File: src/rtl/core/rls_pkg.sv
// rls_pkg: shared types and constants of the rgb led strip serializer
// no dependencies; imported by rls_cfg_regs, rls_frame_ctrl, the top level and the testbench

package rls_pkg;

  // pixel store geometry
  localparam int unsigned PIX_DEPTH = 256;
  localparam int unsigned LED_AW   = 8;
  localparam int unsigned PIX_W    = 24;
  localparam int unsigned CNT_W    = 9;
  localparam int unsigned TICK_W   = 8;
  localparam int unsigned BIT_W    = 5;
  localparam int unsigned CFG_AW   = 3;
  localparam int unsigned CFG_DW   = 9;

  // last bit of a grb word, counted from the msb
  localparam logic [BIT_W-1:0] LAST_BIT = 5'd23;

  // configuration register indexes
  localparam logic [CFG_AW-1:0] CFG_LED_COUNT = 3'd0;
  localparam logic [CFG_AW-1:0] CFG_ZERO_HIGH = 3'd1;
  localparam logic [CFG_AW-1:0] CFG_ZERO_LOW  = 3'd2;
  localparam logic [CFG_AW-1:0] CFG_ONE_HIGH  = 3'd3;
  localparam logic [CFG_AW-1:0] CFG_ONE_LOW   = 3'd4;

  // request opcodes
  typedef enum logic [1:0] {
    OP_SET_PIXEL = 2'd0,
    OP_REFRESH   = 2'd1,
    OP_TICK      = 2'd2
  } op_e;

  // result status codes
  typedef enum logic [1:0] {
    ST_OK    = 2'd0,
    ST_RANGE = 2'd1,
    ST_BUSY  = 2'd2
  } status_e;

  // raw configuration register contents
  typedef struct packed {
    logic [CNT_W-1:0]  led_count;
    logic [TICK_W-1:0] zero_high;
    logic [TICK_W-1:0] zero_low;
    logic [TICK_W-1:0] one_high;
    logic [TICK_W-1:0] one_low;
  } cfg_t;

  // one result item
  typedef struct packed {
    logic    line_level;
    logic    busy_res;
    logic    frame_done;
    status_e status;
  } res_t;

endpackage

File: src/rtl/core/rls_cfg_regs.sv
// rls_cfg_regs: timing and led count configuration registers
// depends on rls_pkg for register indexes and the cfg_t struct

module rls_cfg_regs
  import rls_pkg::*;
(
  input  logic              clk_i,
  input  logic              rst_ni,
  input  logic              we_i,
  input  logic [CFG_AW-1:0] idx_i,
  input  logic [CFG_DW-1:0] wdata_i,
  output cfg_t              cfg_o
);

  cfg_t cfg_q, cfg_d;

  // register write decode
  always_comb begin
    cfg_d = cfg_q;
    if (we_i) begin
      case (idx_i)
        CFG_LED_COUNT: cfg_d.led_count = wdata_i;
        CFG_ZERO_HIGH: cfg_d.zero_high = wdata_i[TICK_W-1:0];
        CFG_ZERO_LOW:  cfg_d.zero_low  = wdata_i[TICK_W-1:0];
        CFG_ONE_HIGH:  cfg_d.one_high  = wdata_i[TICK_W-1:0];
        CFG_ONE_LOW:   cfg_d.one_low   = wdata_i[TICK_W-1:0];
        default: ;
      endcase
    end
  end

  always_ff @(posedge clk_i or negedge rst_ni) begin
    if (!rst_ni) begin
      cfg_q.led_count <= 9'd256;
      cfg_q.zero_high <= 8'd4;
      cfg_q.zero_low  <= 8'd8;
      cfg_q.one_high  <= 8'd8;
      cfg_q.one_low   <= 8'd4;
    end else begin
      cfg_q <= cfg_d;
    end
  end

  assign cfg_o = cfg_q;

endmodule

File: config.mk
export PLATFORM = sky130hd
export DESIGN_NAME = rls_cfg_regs
export DESIGN_NICKNAME = d
export VERILOG_FILES = /design/src/rtl/core/rls_pkg.sv /design/src/rtl/core/rls_cfg_regs.sv
export SDC_FILE = /design/constraint.sdc
export NUM_CORES = 1
export LEC_CHECK = 0
export BUFFER_PORTS_ARGS = -buffer_cell sky130_fd_sc_hd__buf_2
export CAP_MARGIN = 40
export CORE_UTILIZATION = 46
export CTS_CLUSTER_SIZE = 28
export DETAILED_ROUTE_END_ITERATION = 8
export PLACE_DENSITY_LB_ADDON = 0.15
export SLEW_MARGIN = 15
export SYNTH_ARGS = -nofsm -noshare
export SYNTH_HDL_FRONTEND = slang
export SYNTH_SLANG_ARGS = --single-unit
File: constraint.sdc
create_clock -name clk_i -period 2.1 [get_ports clk_i]
set_clock_uncertainty 0.15 [all_clocks]
set_input_delay 0 -clock clk_i [delete_from_list [all_inputs] [get_ports clk_i]]
set_output_delay 0 -clock clk_i [all_outputs]
set_load 0.02 [all_outputs]
==> results.py <==
metrics = {
    "place": {
        "dpl_cell_area_sq_um": 1970,
        "gp_congestion": 0.688,
        "dpl.hpwl_mm": 2.33,
        "portBuffers": 55,
    },
    "logic_synthesis": {
        "synth_seq_cells": 41,
        "seq_area_frac_synth": 0.657,
        "ys_warn_count": 0,
        "synth_edf_count": 0,
        "synth_top_area_frac": 0.573,
        "async_flop_share": 1.00,
        "synth_top_area_cell": "dfrtp_1",
        "synth_most_common_cell": "mux2_2",
        "synth_ff_type": "dfrtp_1",
        "synthTopCellsByArea": "dfrtp_1 (57%), mux2_2 (29%), dfstp_2 (8.4%)",
        "yosys-top-cells-count": "mux2_2 (41), dfrtp_1 (36), dfstp_2 (5)",
        "avgSynthCellArea_sq_um": 17.5,
        "synthCells": 90,
        "synth_area_sq_um": 1570,
        "syn-num-nets": 105,
        "synth.distinct_cells": 7,
    },
    "grt": {
        "grt_max_degree": 29,
        "grt_pass1_wl_mm": 5.28,
        "grt_pass1_vias": 1029,
        "grt_overflow": 0,
        "grt.total_usage": 0.212,
        "antenna_found_initial": 0,
    },
    "worst_setup_path": {
        "cp_common_cell": "dlygate4sd3_1",
        "crit_arrival_ns": 2.13,
        "crit_required_ns": 2.41,
        "startpoint_type": "input port",
        "slowest_delay_ns": 0.90,
        "cp_cell_sequence": "dlygate4sd3_1, dlygate4sd3_1, buf_2, dlygate4sd3_1",
        "worstSetupPathType": "in2async",
        "cp_max_fo": 12,
        "rrSetupSlack_ns": 0.63,
        "crit_path_end_kind": "async pin",
        "path_buf_inv": 4,
        "cp_top_family": "buffers and inverters",
        "crit_path_top_delay_cell": "dlygate4sd3_1",
    },
    "timing": {
        "fin_crit_sh": 0.864,
        "setup_tns_ns": 0,
        "final_hold_viol_count": 0,
        "slew_headroom": 0.654,
        "setup_viol_count_final": 0,
        "tightest_slew_ns": 0.518,
        "slew_viol_final": 0,
        "fin_crit_ns": 1.81,
        "max_freq_ghz": 0.551,
        "rsz0062_at_grt": "false",
    },
    "clock_network": {
        "cts_tree": "yes",
        "clkLatencyLatePin_ns": 0.34,
        "cts.path.max_buffers": 2,
        "cts_buffers": 5,
        "numClockSinks": 41,
        "cts_max_level": 2,
        "cts-root-buf": "clkbuf_4",
        "clk_pin_slew_ns": 0.12,
        "cts_setup_buffers": 0,
    },
    "finish": {
        "nFillCells": 250,
        "diodes": 0,
        "largest_register_ffs": 41,
        "final_layout_size_suffix_gt1_frac": 0.684,
        "syn_to_final_growth_pct": 40.2,
        "fin_area_sq_um": 2200,
        "final_core_util": 0.699,
        "final_nets": 188,
    },
    "power": {
        "p_per_area_nw_per_um2": 972,
        "vdd_drop_max_v": 0.000534,
        "p_leak_nw": 1.04,
    },
    "route": {
        "met2WireLength_mm": 1.64,
        "top_layer": "met4",
        "wl_met1_mm": 1.43,
        "vias_per_cell": 4.76,
        "routedWlPerCell_microns": 15.1,
        "wirelength_mm": 3.28,
        "route.met3.wl_microns": 157,
        "drt_first_iter_violations": 23,
        "drc": 0,
        "ant_nets": 0,
        "vias": 1038,
        "first_pass_iters": 3,
    },
    "run_status": {
        "status": "finished clean",
    },
    "floorplan": {
        "design.core.area_sq_um": 3150,
        "pin_count": 56,
        "die_y_microns": 60.5,
        "die-width_microns": 60.5,
        "initial_utilization": 0.498,
        "dieArea_sq_um": 3650,
        "std_cell_rows": 20,
    },
    "min_path": {
        "hold_path.class": "in2reg",
    },
    "run": {
        "drv_cap": 0,
    },
}
layer usage:
metal,up-vias,global-route usage
li1,491,-
met1,507,0.280
met2,34,0.330
met3,6,0.0640
met4,0,0.0877
met5,-,0
path summary, 6_finish.rpt:
kind,start,endpoint,depth (start not counted)
setup / recovery,rst_ni,cfg_o[39],4
hold / removal,idx_i[2],cfg_o[17],4
setup reg to reg,cfg_o[38],cfg_o[38],2
hold reg to reg,cfg_o[27],cfg_o[27],1
max in group clk_i,idx_i[0],cfg_o[35],4
min in group asynchronous,rst_ni,cfg_o[40],3
per-stage QoR:
stage	hold slack (ns)	power, W	setup slack, ns	instances
6_report	0.104	0.00214	0.286	218
5_1_grt	0.0854	0.00227	0.123	218
4_1_cts	0.0789	0.00218	0.278	218
2_1_floorplan	-0.446	0.00146	0.962	90
3_5_place_dp	-0.231	0.00173	0.577	193
3_3_place_gp	0.00586	0.00170	0.606	192
where the power goes:
group | switching, W | internal (W) | total (W) | leakage (nW)
clock | 0.000248 | 0.000164 | 0.000412 | 0.0315
combinational | 0.000374 | 0.000297 | 0.000671 | 0.528
sequential | 0.0000836 | 0.000977 | 0.00106 | 0.485
worst reg2reg max path: stages (launching register included):
cell and delay (ns):
dfrtp_1 0.41, mux2_2 0.26, dlygate4sd3_1 0.55
cell usage in the layout, fill, tap and decap left out:
cell           instances
buf_12                 1
buf_2                 55
buf_4                  6
clkbuf_1               1
clkbuf_4               5
clkbuf_8               1
clkinvlp_4             1
dfrtp_1               36
dfstp_2                5
dlygate4sd3_1         17
mux2_2                41
nand4b_1               1
nor4b_4                1
nor4bb_2               3
cell type report:
type	count	area (sq um)	area share
Sequential cell	41	1030	0.468
Multi-Input combinational cell	46	543	0.246
Timing Repair Buffer	79	510	0.232
Clock buffer	7	55.1	0.0250
Tap cell	44	55.1	0.0250
Clock inverter	1	7.51	0.00341
cells by family after synthesis:
kind of cell,count (synthesis),synth area share
muxes,41,0.294
and+or+nand+nor,5,0.0398
DFF,41,0.657
buffers and inverters,3,0.00955
what timing repair did:
item                                   CTS  global route
gates resized for setup                  0             0
hold buffers                            17             0
endpoints found under the hold margin   82             0
(Power assumes the default switching activity.)
